### config.mk
export PLATFORM = sky130hd
export DESIGN_NAME = frame_time_statistics_core
export DESIGN_NICKNAME = d
export VERILOG_FILES = /design/src/rtl/core/ftstat_pkg.sv /design/src/rtl/core/ftstat_ram.sv /design/src/rtl/core/ftstat_div.sv /design/src/rtl/core/frame_time_statistics_core.sv
export SDC_FILE = /design/constraint.sdc
export NUM_CORES = 1
export LEC_CHECK = 0
export ABC_AREA = 1
export BUFFER_PORTS_ARGS = -buffer_cell sky130_fd_sc_hd__buf_2
export CELL_PAD_IN_SITES_DETAIL_PLACEMENT = 1
export CELL_PAD_IN_SITES_GLOBAL_PLACEMENT = 1
export CORE_ASPECT_RATIO = 1.1
export CORE_UTILIZATION = 46
export CTS_CLUSTER_DIAMETER = 40
export DETAILED_ROUTE_END_ITERATION = 10
export PLACE_DENSITY_LB_ADDON = 0.05
export SLEW_MARGIN = 20
export SYNTH_ARGS = -nofsm -noshare
export SYNTH_HDL_FRONTEND = slang
export SYNTH_SLANG_ARGS = --single-unit
### constraint.sdc
create_clock -name clk_i -period 3.7 [get_ports clk_i]
set_clock_uncertainty 0.1 [all_clocks]
set_input_delay 0.555 -clock clk_i [delete_from_list [all_inputs] [get_ports clk_i]]
set_output_delay 0.555 -clock clk_i [all_outputs]
set_load 0.005 [all_outputs]
### src/rtl/core/ftstat_pkg.sv
// shared types and constants of the frame time statistics block
package ftstat_pkg;

  localparam int unsigned MS_W   = 10;
  localparam int unsigned IN_MSW = 16;

  localparam logic [MS_W-1:0] MS_MAX = MS_W'(1000);
  localparam logic [MS_W-1:0] MS_MIN = MS_W'(1);

  localparam logic [1:0] KIND_RECORD = 2'd0;
  localparam logic [1:0] KIND_CLEAR  = 2'd1;
  localparam logic [1:0] KIND_QUERY  = 2'd2;

  typedef struct packed {
    logic [1:0]        kind;
    logic [IN_MSW-1:0] frame_ms;
  } ftstat_in_t;

  typedef struct packed {
    logic [MS_W-1:0] avg_rate;
    logic [MS_W-1:0] best_gain;
    logic [MS_W-1:0] worst_loss;
    logic [MS_W-1:0] latest_ms;
  } ftstat_out_t;

endpackage

### src/rtl/core/ftstat_ram.sv
// generic single write port ram with registered read
module ftstat_ram #(
  parameter int unsigned WIDTH = 10,
  parameter int unsigned DEPTH = 60
) (
  input  logic                     clk_i,
  input  logic                     we_i,
  input  logic [$clog2(DEPTH)-1:0] waddr_i,
  input  logic [WIDTH-1:0]         wdata_i,
  input  logic                     re_i,
  input  logic [$clog2(DEPTH)-1:0] raddr_i,
  output logic [WIDTH-1:0]         rdata_o
);

  logic [WIDTH-1:0] mem_q [DEPTH];
  logic [WIDTH-1:0] rdata_q;

  always_ff @(posedge clk_i) begin
    if (we_i) begin
      mem_q[waddr_i] <= wdata_i;
    end
    if (re_i) begin
      rdata_q <= mem_q[raddr_i];
    end
  end

  assign rdata_o = rdata_q;

endmodule

### src/rtl/core/ftstat_div.sv
// restoring divider, one quotient bit per cycle
module ftstat_div #(
  parameter int unsigned W = 18
) (
  input  logic         clk_i,
  input  logic         rst_ni,
  input  logic         start_i,
  input  logic [W-1:0] dividend_i,
  input  logic [W-1:0] divisor_i,
  output logic         done_o,
  output logic [W-1:0] quotient_o
);

  localparam int unsigned CW = $clog2(W + 1);

  logic          run_q, run_d;
  logic          done_q, done_d;
  logic [CW-1:0] cnt_q, cnt_d;
  logic [W-1:0]  rem_q, rem_d;
  logic [W-1:0]  quo_q, quo_d;
  logic [W-1:0]  dvs_q, dvs_d;
  logic [W:0]    shifted;
  logic          fits;

  assign shifted = {rem_q, quo_q[W-1]};
  assign fits    = shifted >= {1'b0, dvs_q};

  always_comb begin
    run_d  = run_q;
    done_d = 1'b0;
    cnt_d  = cnt_q;
    rem_d  = rem_q;
    quo_d  = quo_q;
    dvs_d  = dvs_q;
    if (start_i) begin
      run_d = 1'b1;
      cnt_d = CW'(W);
      rem_d = '0;
      quo_d = dividend_i;
      dvs_d = divisor_i;
    end else if (run_q) begin
      rem_d = fits ? W'(shifted - {1'b0, dvs_q}) : shifted[W-1:0];
      quo_d = {quo_q[W-2:0], fits};
      cnt_d = cnt_q - CW'(1);
      if (cnt_q == CW'(1)) begin
        run_d  = 1'b0;
        done_d = 1'b1;
      end
    end
  end

  always_ff @(posedge clk_i or negedge rst_ni) begin
    if (!rst_ni) begin
      run_q  <= 1'b0;
      done_q <= 1'b0;
      cnt_q  <= '0;
    end else begin
      run_q  <= run_d;
      done_q <= done_d;
      cnt_q  <= cnt_d;
    end
  end

  always_ff @(posedge clk_i) begin
    rem_q <= rem_d;
    quo_q <= quo_d;
    dvs_q <= dvs_d;
  end

  assign done_o     = done_q;
  assign quotient_o = quo_q;

endmodule

### src/rtl/core/frame_time_statistics_core.sv
// frame time statistics core: ring of frame times with windowed rate query
// record writes the ring in idle and unused kinds are ignored; clear writes 1 into every ring entry
// query: a ram walk over every entry, then three divisions in turn
// on one serial divider, then S_OUT registers the result and its strobe;
// the receiver cannot stall results
// reset starts a clear pass that writes 1 into every ring entry, busy high
module frame_time_statistics_core
  import ftstat_pkg::*;
#(
  parameter int unsigned HISTORY_DEPTH = 60
) (
  input  logic        clk_i,
  input  logic        rst_ni,
  input  logic        start,
  output logic        busy,
  input  ftstat_in_t  item_i,
  output logic        result_valid_o,
  output ftstat_out_t result_o
);

  localparam int unsigned PW  = $clog2(HISTORY_DEPTH);
  localparam int unsigned TW  = $clog2(1000 * HISTORY_DEPTH + 1);
  localparam logic [PW-1:0] LAST = PW'(HISTORY_DEPTH - 1);
  localparam logic [TW-1:0] NUM  = TW'(1000 * HISTORY_DEPTH);

  typedef enum logic [2:0] {
    S_CLEAR,
    S_IDLE,
    S_WALK,
    S_DIV,
    S_OUT
  } state_e;

  state_e          state_q, state_d;
  logic [PW-1:0]   wp_q, wp_d;
  logic [PW-1:0]   clr_q, clr_d;
  logic [PW-1:0]   iss_q, iss_d;
  logic            iss_on_q, iss_on_d;
  logic            vld_q, vld_d;
  logic [PW-1:0]   idx_q, idx_d;
  logic [TW-1:0]   total_q, total_d;
  logic [MS_W-1:0] min_q, min_d;
  logic [MS_W-1:0] max_q, max_d;
  logic [MS_W-1:0] lat_q, lat_d;
  logic [1:0]      sel_q, sel_d;
  logic            act_q, act_d;
  logic [MS_W-1:0] avg_q, avg_d;
  logic [MS_W-1:0] fast_q, fast_d;
  logic [MS_W-1:0] slow_q, slow_d;
  logic            res_vld_q, res_vld_d;
  ftstat_out_t     res_q, res_d;

  logic            we;
  logic [PW-1:0]   waddr;
  logic [MS_W-1:0] wdata;
  logic            re;
  logic [MS_W-1:0] rdata;
  logic [PW-1:0]   lat_idx;
  logic [MS_W-1:0] sat_ms;
  logic            div_start;
  logic            div_done;
  logic [TW-1:0]   div_num;
  logic [TW-1:0]   div_den;
  logic [TW-1:0]   div_quo;
  logic            accept;

  assign accept  = start && (state_q == S_IDLE);
  assign busy    = (state_q != S_IDLE);
  assign lat_idx = (wp_q == '0) ? LAST : (wp_q - PW'(1));

  always_comb begin
    if (item_i.frame_ms == '0) begin
      sat_ms = MS_MIN;
    end else if (item_i.frame_ms > IN_MSW'(MS_MAX)) begin
      sat_ms = MS_MAX;
    end else begin
      sat_ms = item_i.frame_ms[MS_W-1:0];
    end
  end

  always_comb begin
    case (sel_q)
      2'd0: begin
        div_num = NUM;
        div_den = total_q;
      end
      2'd1: begin
        div_num = TW'(MS_MAX);
        div_den = TW'(min_q);
      end
      default: begin
        div_num = TW'(MS_MAX);
        div_den = TW'(max_q);
      end
    endcase
  end

  assign div_start = (state_q == S_DIV) && !act_q;
  assign re        = (state_q == S_WALK) && iss_on_q;

  always_comb begin
    state_d   = state_q;
    wp_d      = wp_q;
    clr_d     = clr_q;
    iss_d     = iss_q;
    iss_on_d  = iss_on_q;
    vld_d     = 1'b0;
    idx_d     = idx_q;
    total_d   = total_q;
    min_d     = min_q;
    max_d     = max_q;
    lat_d     = lat_q;
    sel_d     = sel_q;
    act_d     = act_q;
    avg_d     = avg_q;
    fast_d    = fast_q;
    slow_d    = slow_q;
    res_vld_d = 1'b0;
    res_d     = res_q;
    we        = 1'b0;
    waddr     = wp_q;
    wdata     = sat_ms;
    unique case (state_q)
      S_CLEAR: begin
        we    = 1'b1;
        waddr = clr_q;
        wdata = MS_MIN;
        clr_d = clr_q + PW'(1);
        if (clr_q == LAST) begin
          state_d = S_IDLE;
        end
      end
      S_IDLE: begin
        if (accept) begin
          unique case (item_i.kind)
            KIND_RECORD: begin
              we   = 1'b1;
              wp_d = (wp_q == LAST) ? '0 : (wp_q + PW'(1));
            end
            KIND_CLEAR: begin
              wp_d    = '0;
              clr_d   = '0;
              state_d = S_CLEAR;
            end
            KIND_QUERY: begin
              iss_d    = '0;
              iss_on_d = 1'b1;
              total_d  = '0;
              min_d    = MS_MAX;
              max_d    = MS_MIN;
              state_d  = S_WALK;
            end
            default: ;
          endcase
        end
      end
      S_WALK: begin
        if (iss_on_q) begin
          vld_d = 1'b1;
          idx_d = iss_q;
          if (iss_q == LAST) begin
            iss_on_d = 1'b0;
          end else begin
            iss_d = iss_q + PW'(1);
          end
        end
        if (vld_q) begin
          total_d = total_q + TW'(rdata);
          if (rdata < min_q) begin
            min_d = rdata;
          end
          if (rdata > max_q) begin
            max_d = rdata;
          end
          if (idx_q == lat_idx) begin
            lat_d = rdata;
          end
          if (idx_q == LAST) begin
            sel_d   = 2'd0;
            act_d   = 1'b0;
            state_d = S_DIV;
          end
        end
      end
      S_DIV: begin
        if (div_start) begin
          act_d = 1'b1;
        end else if (div_done) begin
          act_d = 1'b0;
          sel_d = sel_q + 2'd1;
          case (sel_q)
            2'd0:    avg_d  = div_quo[MS_W-1:0];
            2'd1:    fast_d = div_quo[MS_W-1:0];
            default: begin
              slow_d  = div_quo[MS_W-1:0];
              state_d = S_OUT;
            end
          endcase
        end
      end
      S_OUT: begin
        res_vld_d        = 1'b1;
        res_d.avg_rate   = avg_q;
        res_d.best_gain  = (fast_q >= avg_q) ? (fast_q - avg_q) : '0;
        res_d.worst_loss = (avg_q >= slow_q) ? (avg_q - slow_q) : '0;
        res_d.latest_ms  = lat_q;
        state_d          = S_IDLE;
      end
      default: state_d = S_IDLE;
    endcase
  end

  always_ff @(posedge clk_i or negedge rst_ni) begin
    if (!rst_ni) begin
      state_q   <= S_CLEAR;
      wp_q      <= '0;
      clr_q     <= '0;
      iss_on_q  <= 1'b0;
      vld_q     <= 1'b0;
      sel_q     <= '0;
      act_q     <= 1'b0;
      res_vld_q <= 1'b0;
    end else begin
      state_q   <= state_d;
      wp_q      <= wp_d;
      clr_q     <= clr_d;
      iss_on_q  <= iss_on_d;
      vld_q     <= vld_d;
      sel_q     <= sel_d;
      act_q     <= act_d;
      res_vld_q <= res_vld_d;
    end
  end

  always_ff @(posedge clk_i) begin
    iss_q   <= iss_d;
    idx_q   <= idx_d;
    total_q <= total_d;
    min_q   <= min_d;
    max_q   <= max_d;
    lat_q   <= lat_d;
    avg_q   <= avg_d;
    fast_q  <= fast_d;
    slow_q  <= slow_d;
    res_q   <= res_d;
  end

  ftstat_ram #(
    .WIDTH(MS_W),
    .DEPTH(HISTORY_DEPTH)
  ) u_ring (
    .clk_i  (clk_i),
    .we_i   (we),
    .waddr_i(waddr),
    .wdata_i(wdata),
    .re_i   (re),
    .raddr_i(iss_q),
    .rdata_o(rdata)
  );

  ftstat_div #(
    .W(TW)
  ) u_div (
    .clk_i     (clk_i),
    .rst_ni    (rst_ni),
    .start_i   (div_start),
    .dividend_i(div_num),
    .divisor_i (div_den),
    .done_o    (div_done),
    .quotient_o(div_quo)
  );

  assign result_valid_o = res_vld_q;
  assign result_o       = res_q;

endmodule

==> flow_summary.toml, run 1 <==
[outcome]
outcome = "completed"

[sta]
final_hold_viol_count = 0
slew_headroom_pct = 31.72
worst_pin_slew_ns = 1.023
setup_violations = 0
fin_crit_sh_pct = 83.64
timing.fmax_ghz = 0.3231
min_period_ns = 3.095
rsz0062_at_grt = "false"
maxSlewViolCount = 0
final.setup.tns_ns = 0

[power_and_ir_drop]
p_comb_share_pct = 33.4
ir_worst_vdd_mv = 0.6154
p_leak_uw = 0.01627
switching_share_pct = 37.64
power_frac_clock_pct = 32.3
power.density_nw_per_um2 = 884.6
seqPwrFrac_pct = 34.3
p_int_uw = 23400
netSwitchingPower_uw = 14120

[synth]
yosysSeqAreaShare_pct = 67.21
syn_avg_cell_area_um2 = 10.79
yosys.area.top_type_share_pct = 64.37
synth_seq_cells = 814
yosys-top-cells-count = "edfxtp_1 (770), nor2_1 (687), nand2_1 (496)"
synth_nets = 3427
synth_area_um2 = 35920
yosysTopAreaCell = "edfxtp_1"
syn_inst = 3329
synth_async_sr_flop_share_pct = 3.440
yosys_warnings = 0
synth-edff-count = 770
yosys.cell_count.top_type = "edfxtp_1"
synth_cell_type_count = 50
synth_ff_type = "edfxtp_1"
synthTopCellsByArea = "edfxtp_1 (64%), nor2_1 (7.2%), nand2_1 (5.2%)"

[grt]
globalRouteTotalUtil_pct = 26.54
grt_pass1_wl_um = 157700
grt_max_degree = 184
antenna_found_initial = 0
grt_overflow_total = 0
grt_pass1_vias = 27040

[placement]
place_congestion = 0.8754
placed_cells = 4395
port-buffer-count = 62
post-dp-hpwl_um = 66050

[drt]
post_drt_wl_per_cell_um = 22.37
via_per_inst = 5.468
vias = 25300
ant_nets = 0
routed_wl_um = 103500
drt-pass1-iter-count = 5
drt_iter0_markers = 1720
drc_errors = 0

[layout]
area_growth_pct = 18.09
multiInputGateArea_um2 = 10180
fillers = 8196
nets = 3582
seq_area_um2 = 24140
fin_cells = 4628
drive_above_1_share_pct = 12.09

[floorplanning]
die_w_um = 268.4
core_um2 = 77380
num_rows = 107
dieArea_um2 = 79210
start_util_pct = 46.42
die_h_um = 295.1
io_pins = 63

[worst_setup_path]
critical_path_class = "flip-flop to flip-flop"
crit_arrival_ns = 3.29
worstPathMaxFanout = 17
crit_path_start_kind = "flip-flop"
cp_data_required_time_ns = 3.90
end_kind = "flip-flop"

[cts]
clockBufferDepth = 3
worstSkewPairLatency_ns = 0.68
cts_tree = "yes"
cts.sinks = 814
path_clk_slew_ns = 0.05
cts-buffers-inserted = 120
root_buffer = "clkbuf_16"
htreeDepth = 3
cts_resized = 0

[job]
maxCapViolations = 0

[worst_hold_path]
min_path_type = "input port to flip-flop"
[layer usage]
metal  vias to the layer above  track usage [%]  wire length, um
met5                         -                0                0
met4                         0            10.21             3379
met3                       152            3.090             4299
met2                       581            48.28            53780
met1                     12740            32.02            42070
li1                      11830                -                -
[state kept, by name (all words and copies together), names as in the netlist, 2 cells and up]
register / cells
max_q: 10
fast_q: 10
u_ring.mem_q: 600
avg_q: 10
sel_q: 2
lat_q: 10
slow_q: 10
u_div.quotient_o: 16
clr_q: 6
result_o: 40
min_q: 10
u_ring.rdata_o: 10
u_div.dvs_q: 16
idx_q: 6
total_q: 16
state_q: 3
u_div.rem_q: 16
iss_q: 6
wp_q: 6
u_div.cnt_q: 5
[cell type report]
cell class / count / share of cell area [%]
timing repair buffer: 175 / 3.327
clock buffer: 143 / 7.581
multi-input combinational: 2101 / 24.00
inverter: 272 / 2.428
clock inverter: 86 / 2.684
sequential: 814 / 56.92
antenna: 2 / 0.01180
tap: 1035 / 3.053
[timing repair]
item,in CTS,in global routing
hold endpoints to repair,28,0
setup buffers,0,0
hold buffers,1,0
[path summary, 6_finish.rpt]
path	from	to	slack [ns]	cells past startpoint
max	state_q[1]$_DFFE_PN0P_	u_ring.mem_q[22][6]$_DFFE_PP_	0.61	9
min	item_i[16]	wp_q[1]$_DFFE_PN0P_	0.17	4
max reg2reg	state_q[1]$_DFFE_PN0P_	u_ring.mem_q[22][6]$_DFFE_PP_	0.61	9
min reg2reg	lat_q[9]$_DFFE_PP_	result_o[9]$_DFFE_PP_	0.31	0
max in group asynchronous	rst_ni	clr_q[3]$_DFFE_PN0P_	2.63	2
min in group asynchronous	rst_ni	result_valid_o$_DFF_PN0_	0.37	2
[placed cells by master (no fill, tap or decap), types with 12 or more instances in the layout]
cell type / instances
nand4_1: 16
clkinv_2: 15
a21oi_1: 98
ha_1: 73
o21ai_0: 362
nor3_1: 13
xor2_1: 12
o22ai_1: 17
nor2_1: 685
clkbuf_16: 125
nand3_1: 177
buf_4: 92
buf_2: 62
dfxtp_1: 16
bufinv_16: 22
edfxtp_1: 770
dfrtp_1: 28
clkbuf_1: 16
buf_12: 20
nand2_1: 496
inv_1: 258
clkinv_4: 22
o211ai_1: 45
[power groups by stage]
stage	sequential [uW]	clock, uW	combinational [uW]
6_report	12900	12100	12500
5_1_grt	13000	12600	13700
4_1_cts	12900	12300	12600
3_5_place_dp	13000	0	12500
3_3_place_gp	13000	0	12200
2_1_floorplan	12800	0	7650
[critical path: stages, from the launching register on]
cell	delay, ns
dfrtp_1	0.43
nor2_2	0.19
inv_2	0.09
nor2_8	0.24
inv_4	0.16
nand2_1	0.11
o21ai_2	0.10
inv_1	0.17
nand2_1	0.34
nor2_1	0.78
[cell families (layout without fill, tap and decap cells)]
| family | Yosys count | in the layout | synth area share [%] |
|---|---|---|---|
| AO/OA/AOI/OAI | 576 | 576 | 8.771 |
| XOR/XNOR | 21 | 21 | 0.5121 |
| adder cells (fa/ha/maj) | 77 | 77 | 2.766 |
| buffers and inverters | 414 | 676 | 4.626 |
| flip-flops | 814 | 814 | 67.21 |
| other | 0 | 2 | 0 |
| AND/OR/NAND/NOR | 1427 | 1427 | 16.11 |
[stage by stage]
step	cell area, um2	hold WS [ns]	total power, uW	setup slack, ns	util (%)
after detailed placement	38030	0.3056	25530	0.5906	49.14
after floorplan	35920	0.1594	20470	-0.5288	-
after global routing	42410	0.2059	39340	0.3944	54.81
after global placement	38030	0.3017	25150	0.7073	49.14
final	42420	0.1674	37520	0.6052	54.82
after CTS	42390	0.1343	37790	0.5694	54.78
(Power assumes the default switching activity.)
==> inputs of run 2 (changes only) <==
==> constraint.sdc (replaced) <==
create_clock -name clk_i -period 2.7 [get_ports clk_i]
set_clock_uncertainty 0.1 [all_clocks]
set_input_delay 0.405 -clock clk_i [delete_from_list [all_inputs] [get_ports clk_i]]
set_output_delay 0.405 -clock clk_i [all_outputs]
set_load 0.005 [all_outputs]
==> run 2 against run 1 <==
  * Wire length grew 0.14%
  * Combinational power grew 43%
  * Highest routed layer unchanged
  * Clock power grew 28%
  * Sequential power grew 36%
  * Cell count grew 0.95%
  * Register-to-register slack lost 0.51 ns
  * Via count grew 0.32%
  * Critical path depth grew 2
==> flow_summary.toml, run 2 (synthesis gave the netlist of run 1 again) <==
[worst_setup_path]
cp-startpoint = "iss_q[1]$_SDFFCE_PN0P_"
reg2regPathDepth = 11
worstPathMaxFanout = 44
crit_arrival_ns = 3.01
cp_data_required_time_ns = 3.11
critical_path_class = "flip-flop to flip-flop"
crit_path_start_kind = "flip-flop"
rr_startpoint = "iss_q[1]$_SDFFCE_PN0P_"
end_kind = "flip-flop"

[layout]
antenna_cells = 0
layout_commonest_cell = "edfxtp_1"
max_flop_register = "u_ring.mem_q"
drive_above_1_share_pct = 13.36
nets = 3637
layout_common_cells = "edfxtp_1 (770), nor2_1 (682), nand2_1 (496), o21ai_0 (362), inv_1 (258)"
largest_reg_flops = 600
multiInputGateArea_um2 = 10210
fillers = 8251
fin_cells = 4672
area_growth_pct = 18.55
seq_area_um2 = 24140

[worst_hold_path]
min_path_type = "input port to flip-flop"
min_from = "item_i[16]"
min_path_cells = 4

[floorplanning]
core_um2 = 77380
start_util_pct = 46.42
dieArea_um2 = 79210
num_rows = 107
io_pins = 63
die_h_um = 295.1
die_w_um = 268.4

[grt]
grt_pass1_wl_um = 159300
grt_pass1_vias = 27020
grt_max_degree = 120
globalRouteTotalUtil_pct = 26.66
grt_overflow_total = 0
antenna_found_initial = 0

[power_and_ir_drop]
ir_worst_vdd_mv = 0.6333
power.density_nw_per_um2 = 1196
power_uw = 50950
p_leak_uw = 0.01641

[placement]
post-dp-hpwl_um = 67660
placed_cells = 4456
port-buffer-count = 62
place_congestion = 0.8843
dpl_worst_slack_ns = -0.2316

[cts]
clockBufferDepth = 3
cts.sinks = 814
htreeDepth = 3
cts-buffers-inserted = 114
path_clk_slew_ns = 0.05
cts_tree = "yes"
worstSkewPairLatency_ns = 0.66
root_buffer = "clkbuf_16"

[drt]
route.met3.wl_um = 3752
ant_nets = 0
drc_errors = 0
drt_iter0_markers = 1751
via_per_inst = 5.434
vias = 25390
drt-pass1-iter-count = 5
met2_length_um = 53590
post_drt_wl_per_cell_um = 22.19
highest_layer = "met4"
routed_wl_um = 103700
wl_met1_um = 43500

[sta]
setup_violations = 0
maxSlewViolCount = 0
slew_headroom_pct = 49.56
fin_crit_sh_pct = 96.35
worst_pin_slew_ns = 0.7559
worst_slack_ns = 0.09849
rsz0062_at_grt = "false"
min_period_ns = 2.602
final_hold_viol_count = 0
timing.fmax_ghz = 0.3844

[outcome]
outcome = "completed"

[job]
maxCapViolations = 0
==> run 2: changes by cell type in the layout (fill, tap and decap cells not counted), sizes merged <==
cell / delta
diode: -2
bufinv: -5
inv: +5
clkinv: -4
clkbuf: -15
buf: +61
clkinvlp: +4
==> run 2: worst max-delay path: stages (launching register included) <==
cell and delay (ns):
edfxtp_1 0.50, clkinv_2 0.28, buf_12 0.28, buf_4 0.24
o21ai_0 0.11, o21ai_0 0.34, nand2_1 0.10, nand2_1 0.08
nor2_1 0.04, nand2_1 0.11, nand3_1 0.11, nand2_1 0.13
==> run 2: power breakdown <==
part           internal [uW]  switching [uW]
logic                   5150           12800
clock network           9630            5820
registers              16700             832
==> run 2: worst paths after layout <==
| kind | slack [ns] | end |
|---|---|---|
| max | 0.1 | u_ring.rdata_o[5]$_DFFE_PP_ |
| min | 0.06 | wp_q[1]$_DFFE_PN0P_ |
| max reg2reg | 0.1 | u_ring.rdata_o[5]$_DFFE_PP_ |
| min reg2reg | 0.32 | result_o[4]$_DFFE_PP_ |
| max in group asynchronous | 1.79 | wp_q[2]$_DFFE_PN0P_ |
| min in group asynchronous | 0.24 | result_valid_o$_DFF_PN0_ |
==> run 2: area by class of cell <==
| type | instances | share of cell area (%) |
|---|---|---|
| inverters | 272 | 2.418 |
| multi-input cells | 2101 | 23.99 |
| flip-flops and latches | 814 | 56.70 |
| repair buffers | 236 | 4.487 |
| well taps | 1035 | 3.041 |
| clock buffers | 128 | 6.973 |
| clock inverters | 86 | 2.392 |
==> run 2: per-stage QoR <==
step                hold slack (ns)  utilization, %  TNS, ns  instance area [um2]
floorplan                  0.009409               -   -70.22                35950
global placement             0.3028           49.81  -0.9393                38540
detailed placement           0.3061           49.81   -2.565                38540
CTS                         0.01910           54.98        0                42550
global route                 0.1098           55.03        0                42580
finish                      0.05656           55.03        0                42580
==> run 2: layer usage <==
metal | track usage, % | up-vias
met5 | 0 | -
met4 | 8.550 | 0
met3 | 2.865 | 171
met2 | 47.87 | 512
met1 | 33.57 | 12780
li1 | - | 11920
==> run 2: timing repair <==
item / 4_1_cts / 5_1_grt
hold buffers: 1 / 0
endpoints found under the hold margin: 28 / 0
resized for setup: 2 / 3
setup endpoints to repair: 20 / 12
setup buffers: 0 / 0
==> inputs of run 3 (changes only) <==
--- a/config.mk
+++ b/config.mk
@@ -13,6 +13,7 @@
 export CORE_UTILIZATION = 46
 export CTS_CLUSTER_DIAMETER = 40
 export DETAILED_ROUTE_END_ITERATION = 10
+export GPL_TIMING_DRIVEN = 0
 export PLACE_DENSITY_LB_ADDON = 0.05
 export SLEW_MARGIN = 20
 export SYNTH_ARGS = -nofsm -noshare
==> run 3 against run 2 <==
  * The run now ends with setup timing left
  * Combinational power is 16% higher
  * Non-clock buffer count is 108 higher
  * Critical path depth fell by 2
  * Sequential share of layout area is 2.3 points lower
  * Hold slack worse by 0.013 ns
  * Flip-flop and latch count unchanged
  * Sequential power hardly changed
  * Critical path type unchanged
  * Critical endpoint is now u_ring.rdata_o[9]$_DFFE_PP_
  * Highest routed layer is now met5
==> flow_summary.toml, run 3 (synthesis gave the netlist of run 1 again) <==
[sta]
maxSlewViolCount = 0
min_period_ns = 2.728
final.setup.tns_ns = -0.04515
worst_slack_ns = -0.02810
rsz0062_at_grt = "true"
final_hold_viol_count = 0
setup_violations = 2
timing.fmax_ghz = 0.3666
fin_crit_sh_pct = 101.0
slew_headroom_pct = 35.04
worst_pin_slew_ns = 0.9723

[power_and_ir_drop]
power.density_nw_per_um2 = 1199
seqPwrFrac_pct = 33.0
p_int_uw = 31480
switching_share_pct = 40.84
p_comb_share_pct = 39.1
netSwitchingPower_uw = 21740
power_frac_clock_pct = 27.9
p_leak_uw = 0.01692
ir_worst_vdd_mv = 0.5590

[layout]
layout_commonest_cell = "edfxtp_1"
fillers = 8148
layout_common_cells = "edfxtp_1 (770), nor2_1 (618), nand2_1 (490), o21ai_0 (335), inv_1 (254)"
max_flop_register = "u_ring.mem_q"
fin_area_um2 = 44370
drive_above_1_share_pct = 17.13
area_growth_pct = 23.52
largest_reg_flops = 600
nets = 3747

[cts]
root_buffer = "clkbuf_16"
path_clk_slew_ns = 0.06
htreeDepth = 3
clockBufferDepth = 3
cts-buffers-inserted = 116
worstSkewPairLatency_ns = 0.68
cts.sinks = 814
cts_tree = "yes"

[floorplanning]
io_pins = 63
start_util_pct = 46.42
die_w_um = 268.4
dieArea_um2 = 79210
num_rows = 107
die_h_um = 295.1
core_um2 = 77380

[worst_setup_path]
worstPathMaxFanout = 10
reg2regPathDepth = 9
crit_chain = "buf_4 -> buf_4 -> clkbuf_4 -> o21ai_0 -> o211ai_1 -> nand3_1 -> nand2_1 -> nand2_1 -> a21oi_1"
slowest_delay_ns = 0.54
cp_data_required_time_ns = 3.08
r2r-end = "u_ring.rdata_o[9]$_DFFE_PP_"
end_kind = "flip-flop"
crit_path_start_kind = "flip-flop"
cp-startpoint = "iss_q[1]$_SDFFCE_PN0P_"
crit_arrival_ns = 3.11
r2r_slack_ns = -0.03
rr_startpoint = "iss_q[1]$_SDFFCE_PN0P_"
critical_path_class = "flip-flop to flip-flop"
critPathSlowestCell = "edfxtp_1"
crit_path_end = "u_ring.rdata_o[9]$_DFFE_PP_"

[grt]
grt_pass1_wl_um = 175600
grt_pass1_vias = 28710
globalRouteTotalUtil_pct = 30.10
antenna_found_initial = 2
grt_max_degree = 55
grt_overflow_total = 0

[outcome]
outcome = "complete, but fails checks"
violations = "setup timing"

[placement]
place_congestion = 0.9348
port-buffer-count = 62
post-dp-hpwl_um = 80940
dpl_worst_slack_ns = -0.9917
place_area_um2 = 38060

[drt]
drt_iter0_markers = 2340
ant_nets = 0
via_per_inst = 5.658
drc_errors = 0
vias = 27060
post_drt_wl_per_cell_um = 24.93
drt-pass1-iter-count = 5
routed_wl_um = 119200

[worst_hold_path]
min_path_type = "input port to flip-flop"

[job]
maxCapViolations = 0
[run 3: cell count changes in the layout (fill, tap and decap cells not counted), sizes merged]
cell,change
clkinvlp,-3
diode,+1
clkbuf,+80
inv,+4
bufinv,-10
buf,+37
clkinv,+2
[run 3: timing repair]
action,in CTS,in global routing
gates cloned,0,0
buffers inserted,95,22
resized for setup,209,111
endpoints found under the setup margin,663,613
endpoints found under the hold margin,28,0
hold buffers,1,0
pin swaps,68,18
[run 3: how the worst min path moves through the flow]
stage	from	to	slack, ns	cells past startpoint
after floorplan	rst_ni	act_q$_DFFE_PN0P_	0.009	0
after global placement	lat_q[7]$_DFFE_PP_	result_o[7]$_DFFE_PP_	0.31	0
after detailed placement	lat_q[2]$_DFFE_PP_	result_o[2]$_DFFE_PP_	0.31	0
after CTS	item_i[16]	wp_q[1]$_DFFE_PN0P_	0.006	4
after global routing	item_i[16]	wp_q[1]$_DFFE_PN0P_	0.06	4
final	item_i[16]	wp_q[1]$_DFFE_PN0P_	0.04	4
[run 3: per-stage QoR]
| step | hold slack [ns] | util [%] | instances | power, uW |
|---|---|---|---|---|
| 2_1_floorplan | 0.009409 | - | 3329 | 28050 |
| 6_report | 0.04307 | 57.34 | 4783 | 53220 |
| 4_1_cts | 0.005629 | 56.72 | 4760 | 52170 |
| 3_3_place_gp | 0.3087 | 48.53 | 4426 | 34560 |
| 3_5_place_dp | 0.3063 | 49.18 | 4449 | 35840 |
| 5_1_grt | 0.06353 | 57.33 | 4782 | 55360 |
[run 3: critical path, delay by kind of cell, from the launching register on]
| kind | cells | cell delay (ns) |
|---|---|---|
| buffers and inverters | 3 | 0.79 |
| AND/OR/NAND/NOR | 3 | 0.42 |
| AO/OA/AOI/OAI | 3 | 0.65 |
| flip-flops | 1 | 0.54 |
[run 3: layout make-up]
cell class | instances | area [um2] | area share (%)
sequential | 814 | 24150 | 54.42
antenna | 1 | 2.502 | 0.005640
buffer | 141 | 780.7 | 1.760
multi-input combinational | 2101 | 10940 | 24.66
timing repair buffer | 203 | 2361 | 5.321
clock buffer | 137 | 3065 | 6.909
clock inverter | 79 | 732.0 | 1.650
inverter | 272 | 1042 | 2.349
tap | 1035 | 1295 | 2.919
[run 3: power groups by stage]
stage	Clock, uW	Sequential, uW	Combinational (uW)
finish	14800	17600	20800
global route	15400	17700	22200
CTS	15000	17600	19600
detailed placement	0	17900	18000
global placement	0	17900	16700
floorplan	0	17500	10500
[run 3: routing by layer]
metal / global-route usage [%] / wire length [um] / part of all wire (%)
met1: 36.13 / 46650 / 39
met2: 52.44 / 59770 / 50
met3: 4.989 / 7114 / 6.0
met4: 14.61 / 5694 / 4.8
met5: 0 / 8 / 0.0067
